### src/rtl/bum_pkg.sv
// Shared types, constants and a helper function for the battery undervoltage monitor.
package bum_pkg;

    localparam int ADC_W          = 16;
    localparam int TIME_W         = 32;
    localparam int FILT_W         = 24;
    localparam int COUNT_W        = 16;
    localparam int SHIFT_W        = 4;
    localparam int CFG_IDX_W      = 3;
    localparam int CFG_DATA_W     = 16;
    localparam int HIST_DEPTH     = 3;
    localparam int HIST_PTR_W     = 2;
    localparam int TIME_BITS_DEF  = 32;
    localparam int FRAC_BITS_DEF  = 8;

    typedef enum logic [1:0] {
        MS_WAITING = 2'd0,
        MS_NORMAL  = 2'd1,
        MS_LOW     = 2'd2,
        MS_STALE   = 2'd3
    } t_mon_state;

    typedef enum logic {
        OP_SAMPLE  = 1'b0,
        OP_PROCESS = 1'b1
    } t_op;

    typedef enum logic [CFG_IDX_W-1:0] {
        CFG_LOW_THR     = 3'd0,
        CFG_REC_THR     = 3'd1,
        CFG_LOW_CONFIRM = 3'd2,
        CFG_REC_CONFIRM = 3'd3,
        CFG_STALE_TMO   = 3'd4,
        CFG_FILT_SHIFT  = 3'd5
    } t_cfg_idx;

    localparam logic [ADC_W-1:0]   RST_LOW_THR     = 16'd31207;
    localparam logic [ADC_W-1:0]   RST_REC_THR     = 16'd32059;
    localparam logic [15:0]        RST_LOW_CONFIRM = 16'd500;
    localparam logic [15:0]        RST_REC_CONFIRM = 16'd2000;
    localparam logic [15:0]        RST_STALE_TMO   = 16'd1500;
    localparam logic [SHIFT_W-1:0] RST_FILT_SHIFT  = 4'd2;

    // Median of the filled history: zero when empty, the single value, the floored
    // mean of two, or the true median of three.
    function automatic logic [ADC_W-1:0] hist_median(
        input logic [ADC_W-1:0]      a_in,
        input logic [ADC_W-1:0]      b_in,
        input logic [ADC_W-1:0]      c_in,
        input logic [HIST_PTR_W-1:0] fill
    );
        logic [ADC_W-1:0] lo;
        logic [ADC_W-1:0] hi;
        logic [ADC_W-1:0] mid;
        logic [ADC_W:0]   sum;
        lo  = (a_in > b_in) ? b_in : a_in;
        hi  = (a_in > b_in) ? a_in : b_in;
        mid = (hi > c_in) ? c_in : hi;
        mid = (lo > mid) ? lo : mid;
        sum = {1'b0, a_in} + {1'b0, b_in};
        case (fill)
            2'd0:    hist_median = '0;
            2'd1:    hist_median = a_in;
            2'd2:    hist_median = sum[ADC_W:1];
            default: hist_median = mid;
        endcase
    endfunction

endpackage

### src/rtl/battery_undervoltage_monitor.sv
// Top level of the battery undervoltage monitor: median filter, EMA, hysteresis and staleness.
//
//  Channel   Signals                                           Direction
//  -------   -----------------------------------------------   ---------
//  input     i_in_valid, o_in_stall, i_op, i_raw_adc, i_time_ms  in
//  output    o_out_valid, i_out_stall, o_monitor_state ...      out
//  config    i_cfg_we, i_cfg_index, i_cfg_data                  in
//
// Each transaction passes through the input register and then the evaluation stage,
// which writes the result register; one transaction can be taken every cycle while
// the result is not stalled. The evaluation stage depth is set by the median, the
// EMA step and the threshold compare in series.
// Reset is synchronous, sets config defaults, and clears monitor state and valid flags.
// A stalled result holds the evaluation stage, and that in turn stalls the input.
module battery_undervoltage_monitor #(
    parameter int TIME_BITS     = bum_pkg::TIME_BITS_DEF,
    parameter int FRACTION_BITS = bum_pkg::FRAC_BITS_DEF
) (
    input  logic                             i_clk,
    input  logic                             i_rst_n,
    input  logic                             i_in_valid,
    output logic                             o_in_stall,
    input  logic                             i_op,
    input  logic [bum_pkg::ADC_W-1:0]        i_raw_adc,
    input  logic [bum_pkg::TIME_W-1:0]       i_time_ms,
    output logic                             o_out_valid,
    input  logic                             i_out_stall,
    output logic [1:0]                       o_monitor_state,
    output logic                             o_low_flag,
    output logic                             o_stale_flag,
    output logic [bum_pkg::FILT_W-1:0]       o_filtered_counts,
    output logic [bum_pkg::ADC_W-1:0]        o_median_counts,
    output logic [bum_pkg::ADC_W-1:0]        o_latest_raw,
    output logic [bum_pkg::TIME_W-1:0]       o_data_age_ms,
    output logic [bum_pkg::COUNT_W-1:0]      o_low_entries,
    output logic [bum_pkg::COUNT_W-1:0]      o_stale_entries,
    input  logic                             i_cfg_we,
    input  logic [bum_pkg::CFG_IDX_W-1:0]    i_cfg_index,
    input  logic [bum_pkg::CFG_DATA_W-1:0]   i_cfg_data
);
    import bum_pkg::*;

    localparam int EMA_W = ADC_W + FRACTION_BITS;

    // Configuration registers.
    logic [ADC_W-1:0]   r_low_thr;
    logic [ADC_W-1:0]   r_rec_thr;
    logic [15:0]        r_low_confirm;
    logic [15:0]        r_rec_confirm;
    logic [15:0]        r_stale_tmo;
    logic [SHIFT_W-1:0] r_filt_shift;

    // Input register.
    logic                 r_in_valid;
    logic                 r_in_op;
    logic [ADC_W-1:0]     r_in_raw;
    logic [TIME_BITS-1:0] r_in_time;

    // Monitor state.
    logic [ADC_W-1:0]      r_hist [HIST_DEPTH];
    logic [HIST_PTR_W-1:0] r_fill;
    logic [HIST_PTR_W-1:0] r_ptr;
    logic [ADC_W-1:0]      r_pend_raw;
    logic [TIME_BITS-1:0]  r_pend_time;
    logic                  r_pend_new;
    logic                  r_seen;
    logic [EMA_W-1:0]      r_ema;
    logic                  r_seeded;
    logic                  r_low_latched;
    logic                  r_low_pending;
    logic [TIME_BITS-1:0]  r_low_since;
    logic                  r_rec_pending;
    logic [TIME_BITS-1:0]  r_rec_since;
    logic                  r_stale_latched;
    logic [COUNT_W-1:0]    r_low_count;
    logic [COUNT_W-1:0]    r_stale_count;
    logic [ADC_W-1:0]      r_last_raw;

    logic [ADC_W-1:0]      n_hist [HIST_DEPTH];
    logic [HIST_PTR_W-1:0] n_fill;
    logic [HIST_PTR_W-1:0] n_ptr;
    logic [ADC_W-1:0]      n_pend_raw;
    logic [TIME_BITS-1:0]  n_pend_time;
    logic                  n_pend_new;
    logic                  n_seen;
    logic [EMA_W-1:0]      n_ema;
    logic                  n_seeded;
    logic                  n_low_latched;
    logic                  n_low_pending;
    logic [TIME_BITS-1:0]  n_low_since;
    logic                  n_rec_pending;
    logic [TIME_BITS-1:0]  n_rec_since;
    logic                  n_stale_latched;
    logic [COUNT_W-1:0]    n_low_count;
    logic [COUNT_W-1:0]    n_stale_count;
    logic [ADC_W-1:0]      n_last_raw;
    logic [ADC_W-1:0]      n_median;
    logic [TIME_BITS-1:0]  n_age;
    t_mon_state            n_mon_state;

    // Result register.
    logic                 r_out_valid;
    t_mon_state           r_mon_state;
    logic                 r_out_low;
    logic                 r_out_stale;
    logic [FILT_W-1:0]    r_out_filt;
    logic [ADC_W-1:0]     r_out_median;
    logic [ADC_W-1:0]     r_out_latest;
    logic [TIME_W-1:0]    r_out_age;
    logic [COUNT_W-1:0]   r_out_low_cnt;
    logic [COUNT_W-1:0]   r_out_stale_cnt;

    logic stage_go;
    logic out_free;

    assign out_free   = !r_out_valid || !i_out_stall;
    assign stage_go   = r_in_valid && out_free;
    assign o_in_stall = r_in_valid && !out_free;

    always_ff @(posedge i_clk) begin
        if (!i_rst_n) begin
            r_low_thr     <= RST_LOW_THR;
            r_rec_thr     <= RST_REC_THR;
            r_low_confirm <= RST_LOW_CONFIRM;
            r_rec_confirm <= RST_REC_CONFIRM;
            r_stale_tmo   <= RST_STALE_TMO;
            r_filt_shift  <= RST_FILT_SHIFT;
        end else if (i_cfg_we) begin
            case (i_cfg_index)
                CFG_LOW_THR:     r_low_thr     <= i_cfg_data;
                CFG_REC_THR:     r_rec_thr     <= i_cfg_data;
                CFG_LOW_CONFIRM: r_low_confirm <= i_cfg_data;
                CFG_REC_CONFIRM: r_rec_confirm <= i_cfg_data;
                CFG_STALE_TMO:   r_stale_tmo   <= i_cfg_data;
                CFG_FILT_SHIFT:  r_filt_shift  <= i_cfg_data[SHIFT_W-1:0];
                default: ;
            endcase
        end
    end

    always_ff @(posedge i_clk) begin
        if (!i_rst_n) begin
            r_in_valid <= 1'b0;
        end else if (!o_in_stall) begin
            r_in_valid <= i_in_valid;
        end
    end

    always_ff @(posedge i_clk) begin
        if (!o_in_stall && i_in_valid) begin
            r_in_op   <= i_op;
            r_in_raw  <= i_raw_adc;
            r_in_time <= i_time_ms[TIME_BITS-1:0];
        end
    end

    always_comb begin
        logic [EMA_W-1:0] target;
        logic [EMA_W:0]   round_add;
        logic [EMA_W:0]   down_step;
        logic [EMA_W-1:0] low_lvl;
        logic [EMA_W-1:0] rec_lvl;
        logic [TIME_BITS-1:0] age_seen;

        n_hist          = r_hist;
        n_fill          = r_fill;
        n_ptr           = r_ptr;
        n_pend_raw      = r_pend_raw;
        n_pend_time     = r_pend_time;
        n_pend_new      = r_pend_new;
        n_seen          = r_seen;
        n_ema           = r_ema;
        n_seeded        = r_seeded;
        n_low_latched   = r_low_latched;
        n_low_pending   = r_low_pending;
        n_low_since     = r_low_since;
        n_rec_pending   = r_rec_pending;
        n_rec_since     = r_rec_since;
        n_stale_latched = r_stale_latched;
        n_low_count     = r_low_count;
        n_stale_count   = r_stale_count;
        n_last_raw      = r_last_raw;
        n_median        = hist_median(r_hist[0], r_hist[1], r_hist[2], r_fill);
        target          = '0;
        round_add       = '0;
        down_step       = '0;
        low_lvl         = EMA_W'(r_low_thr) << FRACTION_BITS;
        rec_lvl         = EMA_W'(r_rec_thr) << FRACTION_BITS;

        if (r_in_op == OP_SAMPLE) begin
            n_pend_raw  = r_in_raw;
            n_pend_time = r_in_time;
            n_pend_new  = 1'b1;
            n_seen      = 1'b1;
        end else if (r_pend_new) begin
            n_pend_new       = 1'b0;
            n_hist[r_ptr]    = r_pend_raw;
            n_ptr            = (r_ptr == HIST_PTR_W'(HIST_DEPTH - 1)) ? '0 : r_ptr + 1'b1;
            n_fill           = (r_fill == HIST_PTR_W'(HIST_DEPTH)) ? r_fill : r_fill + 1'b1;
            n_last_raw       = r_pend_raw;
            n_median         = hist_median(n_hist[0], n_hist[1], n_hist[2], n_fill);
            target           = EMA_W'(n_median) << FRACTION_BITS;
            n_seeded         = 1'b1;
            if (!r_seeded) begin
                n_ema = target;
            end else if (target >= r_ema) begin
                n_ema = r_ema + ((target - r_ema) >> r_filt_shift);
            end else begin
                round_add = ((EMA_W + 1)'(1) << r_filt_shift) - 1'b1;
                down_step = ({1'b0, r_ema - target} + round_add) >> r_filt_shift;
                n_ema     = r_ema - down_step[EMA_W-1:0];
            end
            n_stale_latched = 1'b0;

            if (!r_low_latched) begin
                n_rec_pending = 1'b0;
                if (n_ema < low_lvl) begin
                    if (!r_low_pending) begin
                        n_low_pending = 1'b1;
                        n_low_since   = r_in_time;
                    end else if ((r_in_time - r_low_since) >= TIME_BITS'(r_low_confirm)) begin
                        n_low_latched = 1'b1;
                        n_low_count   = r_low_count + 1'b1;
                        n_low_pending = 1'b0;
                    end
                end else begin
                    n_low_pending = 1'b0;
                end
            end else begin
                n_low_pending = 1'b0;
                if (n_ema > rec_lvl) begin
                    if (!r_rec_pending) begin
                        n_rec_pending = 1'b1;
                        n_rec_since   = r_in_time;
                    end else if ((r_in_time - r_rec_since) >= TIME_BITS'(r_rec_confirm)) begin
                        n_low_latched = 1'b0;
                        n_rec_pending = 1'b0;
                    end
                end else begin
                    n_rec_pending = 1'b0;
                end
            end
        end

        age_seen = r_in_time - n_pend_time;
        if (r_in_op == OP_PROCESS && n_seen && age_seen > TIME_BITS'(r_stale_tmo)) begin
            if (!n_stale_latched) begin
                n_stale_count = r_stale_count + 1'b1;
            end
            n_stale_latched = 1'b1;
        end

        if (!n_seen) begin
            n_age       = r_in_time;
            n_mon_state = MS_WAITING;
        end else begin
            n_age       = age_seen;
            n_mon_state = n_stale_latched ? MS_STALE : (n_low_latched ? MS_LOW : MS_NORMAL);
        end
    end

    always_ff @(posedge i_clk) begin
        if (!i_rst_n) begin
            for (int k = 0; k < HIST_DEPTH; k++) begin
                r_hist[k] <= '0;
            end
            r_fill          <= '0;
            r_ptr           <= '0;
            r_pend_raw      <= '0;
            r_pend_time     <= '0;
            r_pend_new      <= 1'b0;
            r_seen          <= 1'b0;
            r_ema           <= '0;
            r_seeded        <= 1'b0;
            r_low_latched   <= 1'b0;
            r_low_pending   <= 1'b0;
            r_low_since     <= '0;
            r_rec_pending   <= 1'b0;
            r_rec_since     <= '0;
            r_stale_latched <= 1'b0;
            r_low_count     <= '0;
            r_stale_count   <= '0;
            r_last_raw      <= '0;
        end else if (stage_go) begin
            r_hist          <= n_hist;
            r_fill          <= n_fill;
            r_ptr           <= n_ptr;
            r_pend_raw      <= n_pend_raw;
            r_pend_time     <= n_pend_time;
            r_pend_new      <= n_pend_new;
            r_seen          <= n_seen;
            r_ema           <= n_ema;
            r_seeded        <= n_seeded;
            r_low_latched   <= n_low_latched;
            r_low_pending   <= n_low_pending;
            r_low_since     <= n_low_since;
            r_rec_pending   <= n_rec_pending;
            r_rec_since     <= n_rec_since;
            r_stale_latched <= n_stale_latched;
            r_low_count     <= n_low_count;
            r_stale_count   <= n_stale_count;
            r_last_raw      <= n_last_raw;
        end
    end

    always_ff @(posedge i_clk) begin
        if (!i_rst_n) begin
            r_out_valid <= 1'b0;
        end else if (out_free) begin
            r_out_valid <= r_in_valid;
        end
    end

    always_ff @(posedge i_clk) begin
        if (stage_go) begin
            r_mon_state     <= n_mon_state;
            r_out_low       <= n_low_latched;
            r_out_stale     <= n_stale_latched;
            r_out_filt      <= FILT_W'(n_ema);
            r_out_median    <= n_median;
            r_out_latest    <= n_last_raw;
            r_out_age       <= TIME_W'(n_age);
            r_out_low_cnt   <= n_low_count;
            r_out_stale_cnt <= n_stale_count;
        end
    end

    assign o_out_valid       = r_out_valid;
    assign o_monitor_state   = r_mon_state;
    assign o_low_flag        = r_out_low;
    assign o_stale_flag      = r_out_stale;
    assign o_filtered_counts = r_out_filt;
    assign o_median_counts   = r_out_median;
    assign o_latest_raw      = r_out_latest;
    assign o_data_age_ms     = r_out_age;
    assign o_low_entries     = r_out_low_cnt;
    assign o_stale_entries   = r_out_stale_cnt;

endmodule

### config.mk
export PLATFORM = sky130hd
export DESIGN_NAME = battery_undervoltage_monitor
export DESIGN_NICKNAME = d
export VERILOG_FILES = /design/src/rtl/bum_pkg.sv /design/src/rtl/battery_undervoltage_monitor.sv
export SDC_FILE = /design/constraint.sdc
export NUM_CORES = 2
export LEC_CHECK = 0
export ABC_AREA = 1
export BUFFER_PORTS_ARGS = -buffer_cell sky130_fd_sc_hd__buf_4
export CAP_MARGIN = 15
export CORE_MARGIN = 3
export CORE_UTILIZATION = 25
export DETAILED_ROUTE_END_ITERATION = 12
export PLACE_DENSITY = 0.44
export SYNTH_ARGS = -nofsm -noshare
export SYNTH_HDL_FRONTEND = slang
export SYNTH_SLANG_ARGS = --single-unit
export TNS_END_PERCENT = 5
### constraint.sdc
create_clock -name i_clk -period 41.6 [get_ports i_clk]
set_input_delay 2.08 -clock i_clk [delete_from_list [all_inputs] [get_ports i_clk]]
set_output_delay 2.08 -clock i_clk [all_outputs]
set_load 0.05 [all_outputs]
## Yosys cells after proc, flatten, opt, wreduce, memory -nomap -nowiden

Index checks and enable logic that the tools add are counted.
Widths: inputs -> output; s select.

| word-level totals | value |
|---|---|
| register bits | 502 |
| input port bits | 73 |
| word-level logic and storage cells | 171 |
| output and inout port bits | 126 |

| cells by class | value |
|---|---|
| $lt $le $gt $ge | 14 |
| add/sub/neg operators | 15 |
| mux-type cells | 59 |
| bitwise logic cells | 5 |
| shift-type cells | 3 |
| reductions and logical operators | 24 |
| eq/ne operators | 11 |

Operators with widths:

| operator | number |
|---|---|
| $mux 16 | 23 |
| $mux 24 | 6 |
| $gt 16x16->1 | 6 |
| $pmux 16 s3 | 2 |
| $sub 32x32->32 | 3 |
| $sub 24x24->24 | 3 |
| $ge 32x16->1 | 2 |
| $mux 32 | 2 |
| $bwmux 48 | 1 |
| $add 16x16->17 | 2 |
| $add 16x1->16 const B | 2 |
| $demux 16 s2 | 1 |
| $gt 32x16->1 | 1 |
| $add 24x25->25 | 1 |
| $shl 1x4->25 const A | 1 |
| $shr 25x4->24 | 1 |
| $sub 25x1->25 const B | 1 |
| $add 24x24->24 | 1 |
| $ge 24x24->1 | 1 |
| $gt 24x24->1 | 1 |
| $lt 24x24->1 | 1 |
| $shr 24x4->24 | 1 |
| $mux 1 | 20 |
| $reduce_and 2->1 | 7 |
| other kinds (18) | 41 |

## Longest topological paths before layout

| logic depth | value |
|---|---|
| depth in word-level cells | 30 |
| gate-level depth with buffers | 122 |
| depth with buffers taken out | 116 |

## Worst setup path before layout

No wires, ideal clock.

| path | value |
|---|---|
| path kind | register -> register |
| start point | reg r_ptr[1] |
| end point | reg r_low_count[14] |
| setup slack | 26.339 ns |
| path buffers | 9 |
| arrival | 15.145 ns |
| data required time | 41.485 ns |
| setup time | 0.115 ns |
| cell stages (with the launch flop) | 113 |
| clock period less this slack | 15.261 ns |
| cell sequence | dfxtp_1 -> nor2_2 -> clkbuf_1 -> clkbuf_1 -> nand2_1 -> o21ai_0 -> ha_1 -> nor2_1 -> nand3_1 -> nor3_1 -> nand3_1 -> nand2_2 -> buf_6 -> buf_4 -> clkbuf_1 -> clkbuf_1 -> nand2_1 -> o21ai_0 -> [77 not listed] -> nand3_1 -> nand2_1 -> nand2_1 -> nand2_2 -> inv_1 -> ha_1 -> a21oi_1 -> o221a_2 -> nand2_1 -> nor2_1 -> nand3_1 -> nor2_1 -> nand2_1 -> nor2_1 -> nand2_1 -> xor2_1 -> o21ai_0 -> inv_1 |

| between the ends | value |
|---|---|
| cells in the longest elaborated chain, start to end | 28 |
| elaborated cells on any way between the ends | 35 |
| those cells by class | 6 x add/sub; 7 x order compare; 2 x shift; 18 x mux; 1 x bitwise; 1 x reduce/logical |

Ends and longest elaborated chain:

| what | RTL line | RTL |
|---|---|---|
| from (decl) | battery_undervoltage_monitor.sv:62 | `logic [HIST_PTR_W-1:0] r_ptr;` |
| from (signal assigned) | battery_undervoltage_monitor.sv:287 | `r_ptr <= n_ptr;` |
| $not 2->3 (implied by the code) * | battery_undervoltage_monitor.sv:197 | `n_hist[r_ptr] = r_pend_raw;` |
| $ge 3x3->1 (implied by the code) / $lt 3x1->1 (equally long branches) | battery_undervoltage_monitor.sv:197 |  |
| $logic_and 1x1->1 (implied by the code) | battery_undervoltage_monitor.sv:197 |  |
| $mux 16 (implied by the code) | battery_undervoltage_monitor.sv:197 |  |
| $demux 16 s2 * | battery_undervoltage_monitor.sv:197 |  |
| $bwmux 48 * | battery_undervoltage_monitor.sv:197 |  |
| $gt 16x16->1 | bum_pkg.sv:56, bum_pkg.sv:57 |  |
| $mux 16 | bum_pkg.sv:57 | `hi = (a_in > b_in) ? a_in : b_in;` |
| [13 not listed] | - |  |
| $mux 24 * | battery_undervoltage_monitor.sv:195 | `end else if (r_pend_new) begin` |
| $mux 24 * | battery_undervoltage_monitor.sv:190 | `if (r_in_op == OP_SAMPLE) begin` |
| $lt 24x24->1 * | battery_undervoltage_monitor.sv:217 | `if (n_ema < low_lvl) begin` |
| $mux 16 * | battery_undervoltage_monitor.sv:217 |  |
| $mux 16 * | battery_undervoltage_monitor.sv:215 | `if (!r_low_latched) begin` |
| $mux 16 * | battery_undervoltage_monitor.sv:195 |  |
| $mux 16 * | battery_undervoltage_monitor.sv:190 |  |
| named net n_low_count[14] | battery_undervoltage_monitor.sv:94 | `logic [COUNT_W-1:0] n_low_count;` |
| to (signal assigned) | battery_undervoltage_monitor.sv:300 | `r_low_count <= n_low_count;` |
| to (decl) | battery_undervoltage_monitor.sv:75 | `logic [COUNT_W-1:0] r_low_count;` |

Mark *: on every way through the listed nets, which the timed path passes. The rest lies on a longest branch. The select of a mux whose other input is x is not followed.
A chain may end at the register's enable or synchronous reset.

## Worst setup path in the final report

| path | value |
|---|---|
| start point | reg r_ptr[0] |
| end point | reg r_low_count[14] |

The elaborated chain is that of the path after synthesis.

==> impl_metrics.env <==
export IMPL_status="complete, no violations"
export IMPL_htreeDepth=3
export IMPL_post_cts_resize_count=0
export IMPL_setup_ws_ps=22400
export IMPL_syn_area_per_cell_um2=7.28
export IMPL_grt_ovfl_total=0
export IMPL_slew_headroom_pct=27.2
export IMPL_core_um2=147000
export IMPL_max_cap_violations=0
export IMPL_grt_max_degree=136
export IMPL_avgViaCountPerCell=4.73
export IMPL_min_period_over_period_pct=46.2
export IMPL_synthFlopType="dfxtp_1"
export IMPL_fin_setup_tns_ps=0
export IMPL_grt_util_all_layers_pct=16.9
export IMPL_synth_yosys_seq_area_share_pct=31.6
export IMPL_io_pins=199
export IMPL_first_pass_iters=5
export IMPL_syn_to_final_growth_pct=15.2
export IMPL_hp_class="flip-flop to flip-flop"
export IMPL_cts_inserted_buffers=68
export IMPL_crit_fanout=56
export IMPL_routedWlPerCell_um=18.3
export IMPL_initial_core_util_pct=25.4
export IMPL_worst_pin_slew_ps=1080
export IMPL_drtIter0Drc=2230
export IMPL_slew_violations=0
export IMPL_synthArstFlopShare_pct=0
export IMPL_reg2reg_setup_slack_ps=22400
export IMPL_synth_area_um2=37200
export IMPL_antenna_found_initial=3
export IMPL_hp_start="r_low_since[29]"
export IMPL_vias=34000
export IMPL_worstReg2RegStart="r_ptr[0]"
export IMPL_die_width_um=392
export IMPL_finalNetCount=5692
export IMPL_reg2reg_to="r_low_count[14]"
export IMPL_clock_sinks=502
export IMPL_synthCells=5113
export IMPL_cts_tree="built"
export IMPL_grt_setup_unrepaired="false"
export IMPL_syn_num_nets=5584
export IMPL_postCtsHoldBufs=0
export IMPL_crit_required_ps=42150
export IMPL_power_density_nw_per_um2=43.5
export IMPL_dp_worst_setup_slack_ps=22650
export IMPL_portBuffers=198
export IMPL_drc=0
export IMPL_startpoint_type="flip-flop"
export IMPL_max_clock_freq_mhz=52.1
export IMPL_end_kind="flip-flop"
export IMPL_clock_root_buffer="clkbuf_16"
export IMPL_crit_path_frequent_cell="nand2_1"
export IMPL_worstPathArrival_ps=19750
export IMPL_setup_viol=0
export IMPL_layout_drive_gt1_share_pct=8.74
export IMPL_finish_instance_area_um2=42900
export IMPL_fp_dieH_um=392
export IMPL_synth_edff_count=173
export IMPL_hold_end="r_low_since[29]"
export IMPL_hold_ws_ps=457
export IMPL_reg2reg_depth=105
export IMPL_grt_pass1_wl_mm=200
export IMPL_peakVddDrop_v=0.0000254
export IMPL_hold_viol_final=0
export IMPL_grt_pass1_vias=32600
export IMPL_hpwl_mm=101
export IMPL_placed_cell_area_um2=40700
export IMPL_ys_ff_latch=502
export IMPL_clock_path_buffers=3
export IMPL_place_congestion=0.869
export IMPL_ys_warn_count=0
export IMPL_path_class="flip-flop to flip-flop"
export IMPL_wl_mm=132
export IMPL_rows=140
export IMPL_finClkSkew_ps=28.0
export IMPL_hold_path_cell_count=2
export IMPL_cpPeakStageDelay_ps=760
export IMPL_antenna_cells=0
export IMPL_detail_route_antenna_nets=0
export IMPL_clock_latency_ps=670
export IMPL_clk_pin_slew_worst_paths_ps=60
export IMPL_crit_slowest_cell="a2111oi_0"
export IMPL_p_leak_nw=18.9
export IMPL_post_cts_repair_setup_buffers=0
export IMPL_final_period_minus_worst_setup_slack_ps=19200
export IMPL_ys_types=70
export IMPL_die_area_um2=154000
cell usage in the layout, fill, tap and decap left out, types with 82 or more instances in the layout:
cell type  count
a211oi_1      82
o21ai_0      635
inv_1        709
buf_4        245
edfxtp_1     173
a21oi_1      526
ha_1         391
dfxtp_1      327
nor2_1       311
nand2_1      894
nand3_1      200
xor2_1       123
sequential cells by signal (all words and copies together) (netlist names), 24 cells and up:
signal	flops
r_rec_since	32
r_pend_time	32
o_filtered_counts	24
r_in_time	32
r_low_since	32
r_hist	48
o_data_age_ms	32
r_ema	24
synth_stat cells (10+ instances only):
| cell | count | area [um2] |
|---|---|---|
| a211oi_1 | 82 | 616 |
| a21oi_1 | 526 | 2630 |
| a22oi_1 | 10 | 75.1 |
| a31oi_1 | 10 | 62.6 |
| buf_1 | 11 | 41.3 |
| buf_4 | 17 | 128 |
| clkbuf_1 | 172 | 646 |
| dfxtp_1 | 329 | 6590 |
| edfxtp_1 | 173 | 5190 |
| ha_1 | 391 | 4890 |
| inv_1 | 711 | 2670 |
| mux2i_1 | 25 | 250 |
| nand2_1 | 896 | 3360 |
| nand2_2 | 37 | 231 |
| nand3_1 | 200 | 1000 |
| nand3_2 | 13 | 130 |
| nand4_1 | 50 | 313 |
| nor2_1 | 314 | 1180 |
| nor3_1 | 45 | 225 |
| nor4_1 | 11 | 68.8 |
| o211ai_1 | 61 | 458 |
| o21ai_0 | 635 | 3180 |
| o21bai_1 | 27 | 203 |
| o221ai_1 | 11 | 96.3 |
| o22ai_1 | 10 | 62.6 |
| o31ai_1 | 11 | 82.6 |
| or2_2 | 12 | 75.1 |
| xnor2_1 | 63 | 552 |
| xor2_1 | 123 | 1080 |
worst max-delay path by stage:
stage                        start         endpoint  slack (ps)  depth (start not counted)
after floorplan           r_ptr[1]  r_low_count[14]       26340                        112
after global routing      r_ptr[0]  r_low_count[14]       19900                        104
after CTS                 r_ptr[0]  r_low_count[14]       22570                        105
after detailed placement  r_ptr[0]  r_low_count[14]       22650                        105
final                     r_ptr[0]  r_low_count[14]       22400                        105
after global placement    r_ptr[0]  r_low_count[14]       23100                        105
where the power goes:
group	internal, mW	switching (mW)
combinational	0.228	0.497
sequential	0.531	0.0152
clock	0.348	0.246
total	1.11	0.758
routing by layer:
layer  GRT usage [%]  wire length (um)  part of all wire (%)  up-vias
met5               0                 0                     0        -
met4            3.38              2130                   1.6        0
met3            2.54              5860                   4.4      110
met2            28.4             61300                    46      687
met1            22.9             62500                    47    15700
li1                -                 -                     -    17500
stage by stage:
step,power [mW],utilization (%),cells
floorplan,1.08,-,5113
global placement,1.28,27.7,7068
detailed placement,1.28,27.7,7068
CTS,1.89,29.2,7192
global route,2.00,29.2,7192
finish,1.86,29.2,7192
logic make-up after synthesis:
group | share of synthesized area, %
multiplexers | 0.672
flip-flops | 31.6
adder cells (fa/ha/maj) | 13.5
AND/OR/NAND/NOR | 18.4
buffers and inverters | 9.68
AO/OA/AOI/OAI | 21.6
XOR/XNOR | 4.42
cell type report:
type	count	area (um2)
multi-input combinational	3673	21900
timing repair buffer	247	1870
tap	1917	2400
clock inverter	28	270
clock buffer	96	1950
inverter	729	2740
fill	16100	104000
sequential	502	11800
critical path, delay by kind of cell, from the launching register on:
family	cells	cell delay, ps
flops	1	440
xor+xnor	4	620
fa+ha+maj	9	2750
simple gates	46	6850
buf+inv	15	1760
compound gates	31	6590
(Power assumes the default switching activity.)
